**src/npic_pkg.sv**
```systemverilog
// shared constants, codes and helpers of the nested priority interrupt controller
package npic_pkg;

    localparam int SOURCES    = 16;
    localparam int PRIO_BITS  = 2;
    localparam int SRC_W      = 4;
    localparam int CNT_W      = 5;
    localparam int MAP_W      = 32;
    localparam int MASK_W     = 16;
    localparam int CFG_IDX_W  = 2;
    localparam int CFG_DATA_W = 32;
    localparam int IN_DATA_W  = 8;
    localparam int IN_USER_W  = 3;
    localparam int OUT_DATA_W = 32;

    typedef enum logic [IN_USER_W-1:0] {
        F_TICK       = 3'd0,
        F_RAISE      = 3'd1,
        F_SRC_ENABLE = 3'd2,
        F_FLAG_CLEAR = 3'd3,
        F_GLOBAL_EN  = 3'd4,
        F_RETURN     = 3'd5
    } t_func;

    typedef enum logic [CFG_IDX_W-1:0] {
        CFG_PRIO_MAP  = 2'd0,
        CFG_AUTOCLEAR = 2'd1,
        CFG_REMEMBER  = 2'd2
    } t_cfg_reg;

    typedef enum logic {
        WOP_ADD    = 1'b0,
        WOP_REMOVE = 1'b1
    } t_walk_op;

    // result item, dispatched in the lowest bit
    typedef struct packed {
        logic              pending_any;
        logic [MASK_W-1:0] flags;
        logic              global_enable;
        logic [SRC_W-1:0]  active_source;
        logic              active_valid;
        logic              return_error;
        logic              returned;
        logic [SRC_W-1:0]  dispatch_source;
        logic              dispatched;
    } t_result;

    // priority field of one source inside the priority map
    function automatic logic [PRIO_BITS-1:0] prio_of(
        input logic [MAP_W-1:0] map,
        input logic [SRC_W-1:0] src
    );
        int pos;
        pos = int'(src) * PRIO_BITS;
        return map[pos +: PRIO_BITS];
    endfunction

endpackage

```
**src/nested_priority_interrupt_controller.sv**
```systemverilog
// nested priority interrupt controller: flags, ordered pending list and nesting stack
//
// requests come in on the s_axis channel: s_axis_tuser carries the function code,
// s_axis_tdata the source index and the value bit. every request yields exactly one
// status result on the m_axis channel (dispatch, return, active handler, global
// enable, raised flags, pending indication).
// the block takes one request at a time: s_axis_tready is high only while idle.
// a request that leaves the pending list alone has its result valid the cycle after
// acceptance. a request that inserts into or removes from the pending list first walks
// the list in S_WALK, from position 0 up to the old pending count, and then shows its
// result in S_OUT; in both cases the block returns to idle once the result is taken.
// the walk is one read and at most one write of the pending-list memory per cycle.
// the result sits in an output register until m_axis_tready takes it; a stalled
// receiver holds the block and no new request is accepted meanwhile.
// configuration writes (i_cfg_we, i_cfg_idx, i_cfg_data) take effect at once and
// are meant for idle periods only.
// synchronous reset clears flags, enables, pending count, nesting depth, active
// handler, global enable and the return latch; the list and stack memories are not
// cleared, only entries below their counts are ever used.
module nested_priority_interrupt_controller (
    input  logic                                i_clk,
    input  logic                                i_rst_n,
    // request channel
    input  logic                                s_axis_tvalid,
    output logic                                s_axis_tready,
    input  logic [npic_pkg::IN_DATA_W-1:0]      s_axis_tdata,  // source[3:0], value[4]
    input  logic [npic_pkg::IN_USER_W-1:0]      s_axis_tuser,  // func[2:0]
    // result channel
    output logic                                m_axis_tvalid,
    input  logic                                m_axis_tready,
    // dispatched[0], dispatch_source[4:1], returned[5], return_error[6],
    // active_valid[7], active_source[11:8], global_enable[12], flags[28:13],
    // pending_any[29]
    output logic [npic_pkg::OUT_DATA_W-1:0]     m_axis_tdata,
    // configuration write port
    input  logic                                i_cfg_we,
    input  logic [npic_pkg::CFG_IDX_W-1:0]      i_cfg_idx,
    input  logic [npic_pkg::CFG_DATA_W-1:0]     i_cfg_data
);
    import npic_pkg::*;

    typedef enum logic [2:0] {
        S_IDLE = 3'b001,
        S_WALK = 3'b010,
        S_OUT  = 3'b100
    } t_state;

    t_state r_state, n_state;

    // configuration registers
    logic [MAP_W-1:0]  r_prio_map, n_prio_map;
    logic [MASK_W-1:0] r_autoclear, n_autoclear;
    logic [MASK_W-1:0] r_remember, n_remember;

    // controller state
    logic [SOURCES-1:0] r_flags, n_flags;
    logic [SOURCES-1:0] r_en, n_en;
    logic [SOURCES-1:0] r_in_list, n_in_list;   // membership of the pending list
    logic [CNT_W-1:0]   r_pcount, n_pcount;
    logic [CNT_W-1:0]   r_depth, n_depth;
    logic               r_active, n_active;
    logic [SRC_W-1:0]   r_active_id, n_active_id;
    logic               r_global, n_global;
    logic               r_ret_latch, n_ret_latch;

    // list walk
    t_walk_op           r_op, n_op;
    logic [SRC_W-1:0]   r_key, n_key;
    logic [CNT_W-1:0]   r_pos, n_pos;
    logic [CNT_W-1:0]   r_wlen, n_wlen;
    logic               r_found, n_found;
    logic [SRC_W-1:0]   r_carry, n_carry;

    t_result            r_out, n_out;

    // pending list and nesting stack memories
    logic [SRC_W-1:0]   r_pend_mem [SOURCES];
    logic [SRC_W-1:0]   r_stack_mem [SOURCES];
    logic [SRC_W-1:0]   r_prd;      // registered pending-list read
    logic [SRC_W-1:0]   r_srd;      // registered stack-top read

    logic               w_pw_en;
    logic [SRC_W-1:0]   w_pw_addr;
    logic [SRC_W-1:0]   w_pw_data;
    logic [SRC_W-1:0]   w_prd_addr;
    logic [SRC_W-1:0]   w_srd_addr;
    logic               w_sw_en;

    logic               w_accept;
    t_func              w_func;
    logic [SRC_W-1:0]   w_src;
    logic               w_val;
    logic               w_go;
    logic               w_done;
    logic               w_disp;
    logic [SRC_W-1:0]   w_dsrc;
    logic               w_ret;
    logic               w_rerr;
    logic               w_walk;

    assign s_axis_tready = (r_state == S_IDLE);
    assign m_axis_tvalid = (r_state == S_OUT);
    assign m_axis_tdata  = OUT_DATA_W'(r_out);

    assign w_accept = s_axis_tvalid && s_axis_tready;
    assign w_func   = t_func'(s_axis_tuser);
    assign w_src    = s_axis_tdata[SRC_W-1:0];
    assign w_val    = s_axis_tdata[SRC_W];
    assign w_done   = (r_pos == r_wlen);

    // walk reads one entry ahead; outside a walk the head is kept in r_prd
    assign w_prd_addr = (r_state == S_WALK) ? (r_pos[SRC_W-1:0] + 1'b1) : '0;
    // stack top, depth zero reads a don't-care entry
    assign w_srd_addr = SRC_W'(r_depth - 1'b1);

    always_ff @(posedge i_clk) begin
        r_prd <= r_pend_mem[w_prd_addr];
        r_srd <= r_stack_mem[w_srd_addr];
        if (w_pw_en) begin
            r_pend_mem[w_pw_addr] <= w_pw_data;
        end
        if (w_sw_en) begin
            r_stack_mem[r_depth[SRC_W-1:0]] <= r_active_id;
        end
    end

    // pending list walk: ordered insert with a ripple carry, or remove with shift-down
    always_comb begin
        w_pw_en   = 1'b0;
        w_pw_addr = r_pos[SRC_W-1:0];
        w_pw_data = r_carry;
        n_found   = r_found;
        n_carry   = r_carry;
        if (r_state == S_WALK) begin
            priority if (w_done) begin
                if (r_op == WOP_ADD) begin
                    w_pw_en   = 1'b1;
                    w_pw_addr = r_wlen[SRC_W-1:0];
                    w_pw_data = r_found ? r_carry : r_key;
                end
            end else if (r_op == WOP_ADD) begin
                priority if (r_found) begin
                    w_pw_en   = 1'b1;
                    w_pw_data = r_carry;
                    n_carry   = r_prd;
                end else if (prio_of(r_prio_map, r_key) > prio_of(r_prio_map, r_prd)) begin
                    w_pw_en   = 1'b1;
                    w_pw_data = r_key;
                    n_carry   = r_prd;
                    n_found   = 1'b1;
                end else begin
                    w_pw_en   = 1'b0;
                end
            end else begin
                priority if (r_found) begin
                    w_pw_en   = 1'b1;
                    w_pw_addr = SRC_W'(r_pos - 1'b1);
                    w_pw_data = r_prd;
                end else if (r_prd == r_key) begin
                    n_found   = 1'b1;
                end else begin
                    w_pw_en   = 1'b0;
                end
            end
        end
        if (w_accept) begin
            n_found = 1'b0;
        end
    end

    // request decode and sequencer
    always_comb begin
        n_state     = r_state;
        n_prio_map  = r_prio_map;
        n_autoclear = r_autoclear;
        n_remember  = r_remember;
        n_flags     = r_flags;
        n_en        = r_en;
        n_in_list   = r_in_list;
        n_pcount    = r_pcount;
        n_depth     = r_depth;
        n_active    = r_active;
        n_active_id = r_active_id;
        n_global    = r_global;
        n_ret_latch = r_ret_latch;
        n_op        = r_op;
        n_key       = r_key;
        n_pos       = r_pos;
        n_wlen      = r_wlen;
        n_out       = r_out;
        w_sw_en     = 1'b0;
        w_go        = 1'b0;
        w_disp      = 1'b0;
        w_dsrc      = '0;
        w_ret       = 1'b0;
        w_rerr      = 1'b0;
        w_walk      = 1'b0;

        if (i_cfg_we) begin
            unique case (i_cfg_idx)
                CFG_PRIO_MAP:  n_prio_map  = i_cfg_data[MAP_W-1:0];
                CFG_AUTOCLEAR: n_autoclear = i_cfg_data[MASK_W-1:0];
                CFG_REMEMBER:  n_remember  = i_cfg_data[MASK_W-1:0];
                default:       n_prio_map  = r_prio_map;
            endcase
        end

        unique case (r_state)
            S_IDLE: begin
                if (w_accept) begin
                    unique case (w_func)
                        F_TICK: begin
                            priority if (r_ret_latch) begin
                                n_ret_latch = 1'b0;
                                if (!r_active) begin
                                    w_rerr = 1'b1;
                                end else begin
                                    // leave the handler, autoclear its flag
                                    if (r_autoclear[r_active_id] && r_flags[r_active_id]) begin
                                        n_flags[r_active_id] = 1'b0;
                                        if (r_in_list[r_active_id]) begin
                                            n_in_list[r_active_id] = 1'b0;
                                            n_pcount = r_pcount - 1'b1;
                                            n_op     = WOP_REMOVE;
                                            n_key    = r_active_id;
                                            w_walk   = 1'b1;
                                        end
                                    end
                                    if (r_depth != '0) begin
                                        n_depth     = r_depth - 1'b1;
                                        n_active_id = r_srd;
                                    end else begin
                                        n_active    = 1'b0;
                                        n_active_id = '0;
                                    end
                                    n_global = 1'b1;
                                    w_ret    = 1'b1;
                                end
                            end else if (r_global && (r_pcount != '0)) begin
                                // head of the list is in r_prd
                                w_go = !r_active ||
                                       (prio_of(r_prio_map, r_prd) >
                                        prio_of(r_prio_map, r_active_id));
                                if (w_go) begin
                                    if (r_active && (r_depth < CNT_W'(SOURCES))) begin
                                        w_sw_en = 1'b1;
                                        n_depth = r_depth + 1'b1;
                                    end
                                    n_global        = 1'b0;
                                    n_active        = 1'b1;
                                    n_active_id     = r_prd;
                                    n_in_list[r_prd] = 1'b0;
                                    n_pcount        = r_pcount - 1'b1;
                                    n_op            = WOP_REMOVE;
                                    n_key           = r_prd;
                                    w_walk          = 1'b1;
                                    w_disp          = 1'b1;
                                    w_dsrc          = r_prd;
                                end
                            end else begin
                                w_go = 1'b0;
                            end
                        end
                        F_RAISE: begin
                            priority if (w_val && !r_flags[w_src]) begin
                                n_flags[w_src] = 1'b1;
                                if (r_en[w_src]) begin
                                    n_in_list[w_src] = 1'b1;
                                    n_pcount = r_pcount + 1'b1;
                                    n_op     = WOP_ADD;
                                    n_key    = w_src;
                                    w_walk   = 1'b1;
                                end
                            end else if (r_autoclear[w_src] && r_flags[w_src]) begin
                                // raise on a raised source, or low raise
                                n_flags[w_src] = 1'b0;
                                if (r_in_list[w_src]) begin
                                    n_in_list[w_src] = 1'b0;
                                    n_pcount = r_pcount - 1'b1;
                                    n_op     = WOP_REMOVE;
                                    n_key    = w_src;
                                    w_walk   = 1'b1;
                                end
                            end else begin
                                w_walk = 1'b0;
                            end
                        end
                        F_SRC_ENABLE: begin
                            if (r_en[w_src] != w_val) begin
                                n_en[w_src] = w_val;
                                priority if (w_val) begin
                                    if (r_flags[w_src] && r_remember[w_src]) begin
                                        n_in_list[w_src] = 1'b1;
                                        n_pcount = r_pcount + 1'b1;
                                        n_op     = WOP_ADD;
                                        n_key    = w_src;
                                        w_walk   = 1'b1;
                                    end
                                end else if (r_in_list[w_src]) begin
                                    n_in_list[w_src] = 1'b0;
                                    n_pcount = r_pcount - 1'b1;
                                    n_op     = WOP_REMOVE;
                                    n_key    = w_src;
                                    w_walk   = 1'b1;
                                end else begin
                                    w_walk = 1'b0;
                                end
                            end
                        end
                        F_FLAG_CLEAR: begin
                            if (w_val && r_flags[w_src]) begin
                                n_flags[w_src] = 1'b0;
                                if (r_in_list[w_src]) begin
                                    n_in_list[w_src] = 1'b0;
                                    n_pcount = r_pcount - 1'b1;
                                    n_op     = WOP_REMOVE;
                                    n_key    = w_src;
                                    w_walk   = 1'b1;
                                end
                            end
                        end
                        F_GLOBAL_EN: n_global    = w_val;
                        F_RETURN:    n_ret_latch = 1'b1;
                        default:     n_global    = r_global;
                    endcase

                    n_pos  = '0;
                    n_wlen = r_pcount;
                    n_out.dispatched      = w_disp;
                    n_out.dispatch_source = w_dsrc;
                    n_out.returned        = w_ret;
                    n_out.return_error    = w_rerr;
                    n_out.active_valid    = n_active;
                    n_out.active_source   = n_active_id;
                    n_out.global_enable   = n_global;
                    n_out.flags           = n_flags;
                    n_out.pending_any     = (n_pcount != '0);
                    n_state = w_walk ? S_WALK : S_OUT;
                end
            end
            S_WALK: begin
                n_pos = r_pos + 1'b1;
                if (w_done) begin
                    n_state = S_OUT;
                end
            end
            S_OUT: begin
                if (m_axis_tready) begin
                    n_state = S_IDLE;
                end
            end
            default: n_state = S_IDLE;
        endcase
    end

    always_ff @(posedge i_clk) begin
        if (!i_rst_n) begin
            r_state     <= S_IDLE;
            r_prio_map  <= '0;
            r_autoclear <= '1;
            r_remember  <= '1;
            r_flags     <= '0;
            r_en        <= '0;
            r_in_list   <= '0;
            r_pcount    <= '0;
            r_depth     <= '0;
            r_active    <= 1'b0;
            r_active_id <= '0;
            r_global    <= 1'b0;
            r_ret_latch <= 1'b0;
            r_pos       <= '0;
            r_wlen      <= '0;
            r_found     <= 1'b0;
        end else begin
            r_state     <= n_state;
            r_prio_map  <= n_prio_map;
            r_autoclear <= n_autoclear;
            r_remember  <= n_remember;
            r_flags     <= n_flags;
            r_en        <= n_en;
            r_in_list   <= n_in_list;
            r_pcount    <= n_pcount;
            r_depth     <= n_depth;
            r_active    <= n_active;
            r_active_id <= n_active_id;
            r_global    <= n_global;
            r_ret_latch <= n_ret_latch;
            r_pos       <= n_pos;
            r_wlen      <= n_wlen;
            r_found     <= n_found;
        end
    end

    // walk payload
    always_ff @(posedge i_clk) begin
        r_op    <= n_op;
        r_key   <= n_key;
        r_carry <= n_carry;
        r_out   <= n_out;
    end

    // pending count tracks the membership bits
    a_count_matches_list: assert property (@(posedge i_clk) disable iff (!i_rst_n)
        r_pcount == CNT_W'($countones(r_in_list)))
        else $error("pending count differs from list membership");

    a_depth_bound: assert property (@(posedge i_clk) disable iff (!i_rst_n)
        r_depth <= CNT_W'(SOURCES))
        else $error("nesting depth beyond stack size");

    a_idle_id_zero: assert property (@(posedge i_clk) disable iff (!i_rst_n)
        !r_active |-> (r_active_id == '0))
        else $error("active id set with no active handler");

    a_walk_bound: assert property (@(posedge i_clk) disable iff (!i_rst_n)
        (r_state == S_WALK) |-> (r_pos <= r_wlen))
        else $error("list walk ran past the list end");

    a_dispatch_status: assert property (@(posedge i_clk) disable iff (!i_rst_n)
        (m_axis_tvalid && r_out.dispatched) |->
            (r_out.active_valid && !r_out.global_enable && !r_out.returned))
        else $error("dispatch result with inconsistent status");

endmodule

```
**config.mk**
```make
export PLATFORM = sky130hd
export DESIGN_NAME = nested_priority_interrupt_controller
export DESIGN_NICKNAME = d
export VERILOG_FILES = /design/src/npic_pkg.sv /design/src/nested_priority_interrupt_controller.sv
export SDC_FILE = /design/constraint.sdc
export NUM_CORES = 1
export LEC_CHECK = 0
export BUFFER_PORTS_ARGS = -buffer_cell sky130_fd_sc_hd__buf_2
export CAP_MARGIN = 10
export CORE_ASPECT_RATIO = 1.25
export CORE_MARGIN = 2
export CORE_UTILIZATION = 40
export CTS_BUF_LIST = sky130_fd_sc_hd__clkbuf_16
export DETAILED_ROUTE_END_ITERATION = 10
export PLACE_DENSITY = 0.55
export SLEW_MARGIN = 0
export SYNTH_ARGS = -nofsm -noshare
export SYNTH_HDL_FRONTEND = slang
export SYNTH_SLANG_ARGS = --single-unit
```
**constraint.sdc**
```tcl
create_clock -name i_clk -period 5.5 [get_ports i_clk]
set_clock_uncertainty 0.15 [all_clocks]
set_input_delay 0.275 -clock i_clk [delete_from_list [all_inputs] [get_ports i_clk]]
set_output_delay 0.275 -clock i_clk [all_outputs]
set_load 0.1 [all_outputs]
```
==> results of run 1 <==
==> Yosys cell counts, drive strengths merged, types with 13 or more instances <==
| cell | count | area share [%] |
|---|---|---|
| nand3 | 63 | 1.9 |
| o21ai | 82 | 2.5 |
| clkbuf | 107 | 2.4 |
| a31oi | 33 | 1.2 |
| o21bai | 13 | 0.59 |
| and3 | 14 | 0.53 |
| or2 | 15 | 0.56 |
| nor3 | 26 | 0.78 |
| dfxtp | 151 | 18 |
| a21oi | 114 | 3.4 |
| o31ai | 15 | 0.68 |
| inv | 33 | 0.74 |
| nand2 | 317 | 7.2 |
| buf | 26 | 0.83 |
| and2 | 14 | 0.53 |
| mux4 | 78 | 11 |
| mux2i | 31 | 1.9 |
| ha | 13 | 0.98 |
| o22ai | 33 | 1.2 |
| nand2b | 27 | 1.0 |
| edfxtp | 167 | 30 |
| nor2 | 122 | 2.8 |
| o21a | 17 | 0.77 |
==> flip-flops by register name (all words and copies together), names as in the netlist <==
signal        flops
r_pend_mem       64
r_stack_mem      64
r_prio_map       32
m_axis_tdata     30
r_autoclear      16
r_en             16
r_flags          16
r_in_list        16
r_remember       16
r_depth           5
r_pcount          5
r_pos             5
r_wlen            5
r_active_id       4
r_carry           4
r_key             4
r_prd             4
r_srd             4
r_state           3
r_active          1
r_found           1
r_global          1
r_op              1
r_ret_latch       1
==> logic make-up after synthesis <==
family | after synthesis
xor gates and xnor gates | 21
other | 1
buffers and inverters | 168
and+or+nand+nor | 651
adders and majority gates | 13
DFF | 318
muxes | 115
AOI/OAI and AO/OA | 400
==> power by group through the flow <==
stage / Sequential (mW) / Combinational [mW] / Clock, mW
5_1_grt: 2.56 / 0.516 / 2.36
2_1_floorplan: 2.69 / 0.243 / 0
3_3_place_gp: 2.61 / 0.461 / 0
3_5_place_dp: 2.61 / 0.463 / 0
4_1_cts: 2.56 / 0.482 / 2.26
6_report: 2.56 / 0.485 / 2.22
==> metrics by stage <==
step / area, sq um / cells / total power [mW] / utilization (%)
after floorplan: 16640 / 1688 / 2.937 / -
after global placement: 17490 / 2223 / 3.070 / 42.63
after detailed placement: 17490 / 2223 / 3.072 / 42.63
after CTS: 18900 / 2320 / 5.305 / 46.08
after global routing: 18910 / 2321 / 5.435 / 46.09
final: 18910 / 2321 / 5.264 / 46.09
==> worst min-delay path: cells and delay by family <==
family                 cells  cell delay, ps
buffers and inverters      1             100
and+or+nand+nor            1             110
AOI/OAI and AO/OA          2             260
==> cell type report <==
cell class | instances | area, sq um
sequential | 318 | 8039
fill | 3857 | 22110
tap | 552 | 690.7
clock inverter | 28 | 196.4
timing repair buffer | 151 | 1023
clock buffer | 35 | 875.8
inverter | 35 | 132.6
multi-input combinational | 1202 | 7950
==> per-layer routing <==
| metal | GRT usage [%] | wire length [microns] | vias to the layer above |
|---|---|---|---|
| li1 | - | - | 6317 |
| met1 | 26.60 | 19580 | 6625 |
| met2 | 39.98 | 24640 | 473 |
| met3 | 3.219 | 2463 | 128 |
| met4 | 10.53 | 2243 | 0 |
| met5 | 0 | 0 | - |
==> what timing repair did <==
action,in CTS,in global routing
gates resized for setup,0,0
endpoints found under the hold margin,67,0
hold buffers,34,0
==> worst paths after layout <==
kind | from | depth (start not counted) | end
min | s_axis_tvalid | 4 | r_pos[4]
max reg2reg | r_prd[0] | 13 | r_in_list[0]
max | r_prd[0] | 13 | r_in_list[0]
min reg2reg | r_remember[1] | 2 | r_remember[1]
==> results.ini, run 1 <==
[status]
status=finished, final reports clean

[sta]
timing.hold.ws_ps=111.2
hold_viol=0
slew-limit-headroom_pct=32.97
finalSetupTns_ps=0
finalMaxSlewViolations=0
period_share_pct=87.49
min_period_ps=4812
rsz0062_at_grt=false
max_freq_mhz=207.8
tightest_slew_ps=1002
layout_setup_ws_ps=688.3
setup_viol=0

[synth]
syn_avg_cell_area_sq_um=9.862
synthAdderAreaFrac_pct=0.9777
synthMuxAreaShare_pct=12.88
synth-seq-area-share_pct=48.31
synth-async-reset-ratio_pct=0
synth_top_family_by_area=simple AND/OR/NAND/NOR gates
synth-simple-area-share_pct=17.50
synth_cell_types=73
synth_compound_area_share_pct=15.17
syn_inst=1687
synth-xor-area-share_pct=1.106
synth-edff-count=167
synthesis.yosys.warnings=0
syn-cell-area_sq_um=16640
ys.flop_type=edfxtp_1
yosys_register_bits=318

[critical_path]
slowest_stage=o21ai_0
critPathTopFamily=compound AO/OA/AOI/OAI gates
crit_required_ps=5720
crit_buf_inv=1
reg2reg_slack_ps=690
worstPathArrival_ps=5030
cpMostUsedCell=mux4_2
path_class=flip-flop to flip-flop
cp_max_fo=21
max_stage_delay_ps=640
crit_chain=mux4_2 -> mux4_2 -> ha_1 -> nor2b_1 -> o21ai_0 -> a21o_1 -> nor2_1 -> nor3_1 -> and2_1 -> a2111o_1 -> clkinv_2 -> nand2_1 -> a21oi_1
worstSetupStartpointType=flip-flop
worstSetupEndpointType=flip-flop

[power_and_ir_drop]
p_leak_nw=6.256
p_clk_share_pct=42.2
pwr-share-seq_pct=48.6
comb_power_share_pct=9.2
power_density_nw_per_um2=278.4
ir_worst_vdd_uv=155.6
switchingPower_mw=1.347
p_int_mw=3.917
sw_frac_of_total_pct=25.59

[route]
wirelength_microns=48920
drt-wirelength-per-cell_microns=21.08
drc_errors=0
drtIter0Drc=1137
vias=13543
first_pass_iters=5
postRouteAntennaNets=0
viasPerCell=5.835

[hold_path]
hp-class=input pin to flip-flop

[clock_tree]
cts_sinks=318
cts_tree=built
cts_buffers=35
clk_transition_reported_paths_ps=70
clk_latency_ps=540
ctsHtreeMaxLevel=2
root_buffer=clkbuf_16
clk_path_buf_depth=3
post_cts_buffers=0

[cells_and_area]
drive_gt1_share_pct=15.88
final_nets=1806
area_growth_pct=13.65
final_cell_mix=nand2_1, edfxtp_1, dfxtp_1
layout.cells.most_common=nand2_1
antenna_cells=0

[die]
fp.dieH_microns=232.0
core.rowCount=83
die_area_sq_um=43250
core_sq_um=41020
dieWidth_microns=186.4
io_pins=84
start_util_pct=40.56

[global_routing]
grt_pass1_wl_microns=75870
antenna_found_initial=0
track_usage_pct=22.38
grt_max_degree=57
grt_pass1_vias=13164
overflow=0

[placed_design]
io_buffers=78
pre_cts_ws_ps=814.8
dp_hpwl_microns=33730
routabilityCongestion=0.8993

[run]
maxCapViolations=0

Note: power is estimated with default switching activity, not from simulation.
==> inputs of run 2 (changes only) <==
--- a/config.mk
+++ b/config.mk
@@ -8,7 +8,7 @@
 export BUFFER_PORTS_ARGS = -buffer_cell sky130_fd_sc_hd__buf_2
 export CAP_MARGIN = 10
 export CORE_ASPECT_RATIO = 1.25
-export CORE_MARGIN = 2
+export CORE_MARGIN = 3
 export CORE_UTILIZATION = 40
 export CTS_BUF_LIST = sky130_fd_sc_hd__clkbuf_16
 export DETAILED_ROUTE_END_ITERATION = 10
==> results.ini, run 2 (same netlist as run 1, synthesis figures left out) <==
[die]
die_area_sq_um=44090  ; was 43250 sq um
io_pins=84  ; unchanged
core_sq_um=40630  ; was 41020 sq um
start_util_pct=40.95  ; was 40.56%
dieWidth_microns=188.4  ; was 186.4 microns
fp.dieH_microns=234.0  ; was 232.0 microns
core.rowCount=82  ; was 83

[sta]
tightest_slew_ps=1061  ; was 1002 ps
max_freq_mhz=210.6  ; was 207.8 MHz
timing.hold.ws_ps=113.6  ; was 111.2 ps
slew-limit-headroom_pct=28.97  ; was 32.97%
layout_setup_ws_ps=752.0  ; was 688.3 ps
setup_viol=0  ; unchanged
finalMaxSlewViolations=0  ; unchanged
rsz0062_at_grt=false  ; unchanged
finalSetupTns_ps=0  ; unchanged
min_period_ps=4748  ; was 4812 ps
hold_viol=0  ; unchanged
period_share_pct=86.33  ; was 87.49%

[placed_design]
placed_cell_area_sq_um=17470  ; was 17490 sq um
io_buffers=78  ; unchanged
pre_cts_ws_ps=704.1  ; was 814.8 ps
placed_cells=2215  ; was 2223
routabilityCongestion=0.8795  ; was 0.8993
dp_hpwl_microns=33750  ; was 33730 microns

[power_and_ir_drop]
finalPower_mw=5.339  ; was 5.264 mW
ir_worst_vdd_uv=159.2  ; was 155.6 uV
power_density_nw_per_um2=282.3  ; was 278.4 nW/um^2
p_leak_nw=6.230  ; was 6.256 nW

[clock_tree]
clk_path_buf_depth=3  ; unchanged
clk_transition_reported_paths_ps=60  ; was 70 ps
cts_tree=built  ; unchanged
ctsHtreeMaxLevel=2  ; unchanged
post_cts_buffers=0  ; unchanged
clk_latency_ps=540  ; about the same
cts_sinks=318  ; unchanged
post_cts_resized=0  ; unchanged
cts_buffers=34  ; was 35
root_buffer=clkbuf_16  ; unchanged

[global_routing]
track_usage_pct=22.18  ; was 22.38%
grt_max_degree=57  ; unchanged
overflow=0  ; unchanged
grt_pass1_wl_microns=76750  ; was 75870 microns
grt_pass1_vias=13329  ; was 13.16k
antenna_found_initial=0  ; unchanged

[route]
drc_errors=0  ; unchanged
wirelength_microns=49290  ; was 48920 microns
first_pass_iters=5  ; unchanged
viasPerCell=5.816  ; was 5.835
drt-wirelength-per-cell_microns=21.34  ; was 21.08 microns
vias=13428  ; was 13.54k
postRouteAntennaNets=0  ; unchanged
drtIter0Drc=1087  ; was 1137

[critical_path]
path_class=flip-flop to flip-flop  ; unchanged
cp_max_fo=14  ; was 21
crit_required_ps=5530  ; was 5720 ps
r2r_end=r_stack_mem[14][0]  ; was r_in_list[0]
worstSetupEndpointType=flip-flop  ; unchanged
r2r-start=r_active_id[0]  ; was r_prd[0]
reg2regPathDepth=10  ; was 13
reg2reg_slack_ps=750  ; was 690 ps
worstSetupStartpointType=flip-flop  ; unchanged
worstPathArrival_ps=4770  ; was 5030 ps

[cells_and_area]
fin_area_sq_um=18910  ; about the same
drive_gt1_share_pct=16.05  ; was 15.88%
final_cells=2309  ; was 2321
final_nets=1802  ; was 1806
layout.cells.most_common=nand2_1  ; unchanged
final_cell_mix=nand2_1, edfxtp_1, dfxtp_1  ; unchanged
area_growth_pct=13.67  ; was 13.65%
n_fill_cell=3834  ; was 3857
final_util_pct=46.55  ; was 46.09%
antenna_cells=0  ; unchanged

[run]
maxCapViolations=0  ; unchanged

[hold_path]
min_path_cells=4  ; unchanged
hp-class=input pin to flip-flop  ; unchanged
whs_endpoint=r_pos[4]  ; unchanged
hp-start=s_axis_tvalid  ; unchanged

[status]
status=finished, final reports clean  ; unchanged

[run 2: changes by cell type in the layout (fill, tap and decap cells not counted)]
cell / delta
buf_4: -3
clkbuf_16: -1
clkinv_2: +5
inv_2: -1
clkinv_4: +1
bufinv_16: +2
inv_6: -2
inv_1: -8
clkinv_8: +1
[run 2: repair_timing]
action	in CTS	in global routing
hold endpoints to repair	67	0
setup endpoints to repair	0	0
hold buffers	34	0
[run 2: area by class of cell]
class / instances / area (sq um) / area share [%]
flip-flops and latches: 318 / 8039 / 42.51
inverters: 35 / 132.6 / 0.7013
well taps: 546 / 683.2 / 3.612
repair buffers: 148 / 1001 / 5.293
clock inverters: 26 / 255.2 / 1.350
clock buffers: 34 / 850.8 / 4.499
multi-input cells: 1202 / 7950 / 42.04
[run 2: routing by layer]
| layer | routed length [microns] | GRT usage (%) | vias to the layer above |
|---|---|---|---|
| met5 | 0 | 0 | - |
| met4 | 2102 | 8.917 | 0 |
| met3 | 2337 | 3.215 | 126 |
| met2 | 25110 | 39.78 | 399 |
| met1 | 19740 | 26.99 | 6601 |
| li1 | - | - | 6302 |
[run 2: worst max path at each step]
stage              startpoint                 end  slack [ps]  cells after the start
2_1_floorplan  r_active_id[0]            r_key[0]         760                     15
3_3_place_gp   r_active_id[0]    m_axis_tdata[29]         790                     12
6_report       r_active_id[0]  r_stack_mem[14][0]         750                     10
3_5_place_dp   r_active_id[0]  r_stack_mem[14][1]         700                     10
4_1_cts        r_active_id[0]  r_stack_mem[14][2]         660                     10
5_1_grt        r_active_id[0]  r_stack_mem[14][2]         480                     10
[run 2: report_power, final]
| part | internal, mW | switching [mW] | total (mW) | leakage [nW] |
|---|---|---|---|---|
| clock | 1.33 | 0.969 | 2.30 | 0.546 |
| combinational | 0.134 | 0.352 | 0.486 | 3.04 |
| sequential | 2.52 | 0.0365 | 2.56 | 2.64 |
| total | 3.98 | 1.36 | 5.34 | 6.23 |
[run 2: worst max-delay path: stages (launching register included)]
cell     delay [ps]
dfxtp_1         820
mux4_2          610
mux4_2          470
ha_1            280
nand2_1          60
o21ai_0         240
a21o_1          270
buf_4           160
nor4_1          590
nand2_1         320
nor2_1          420
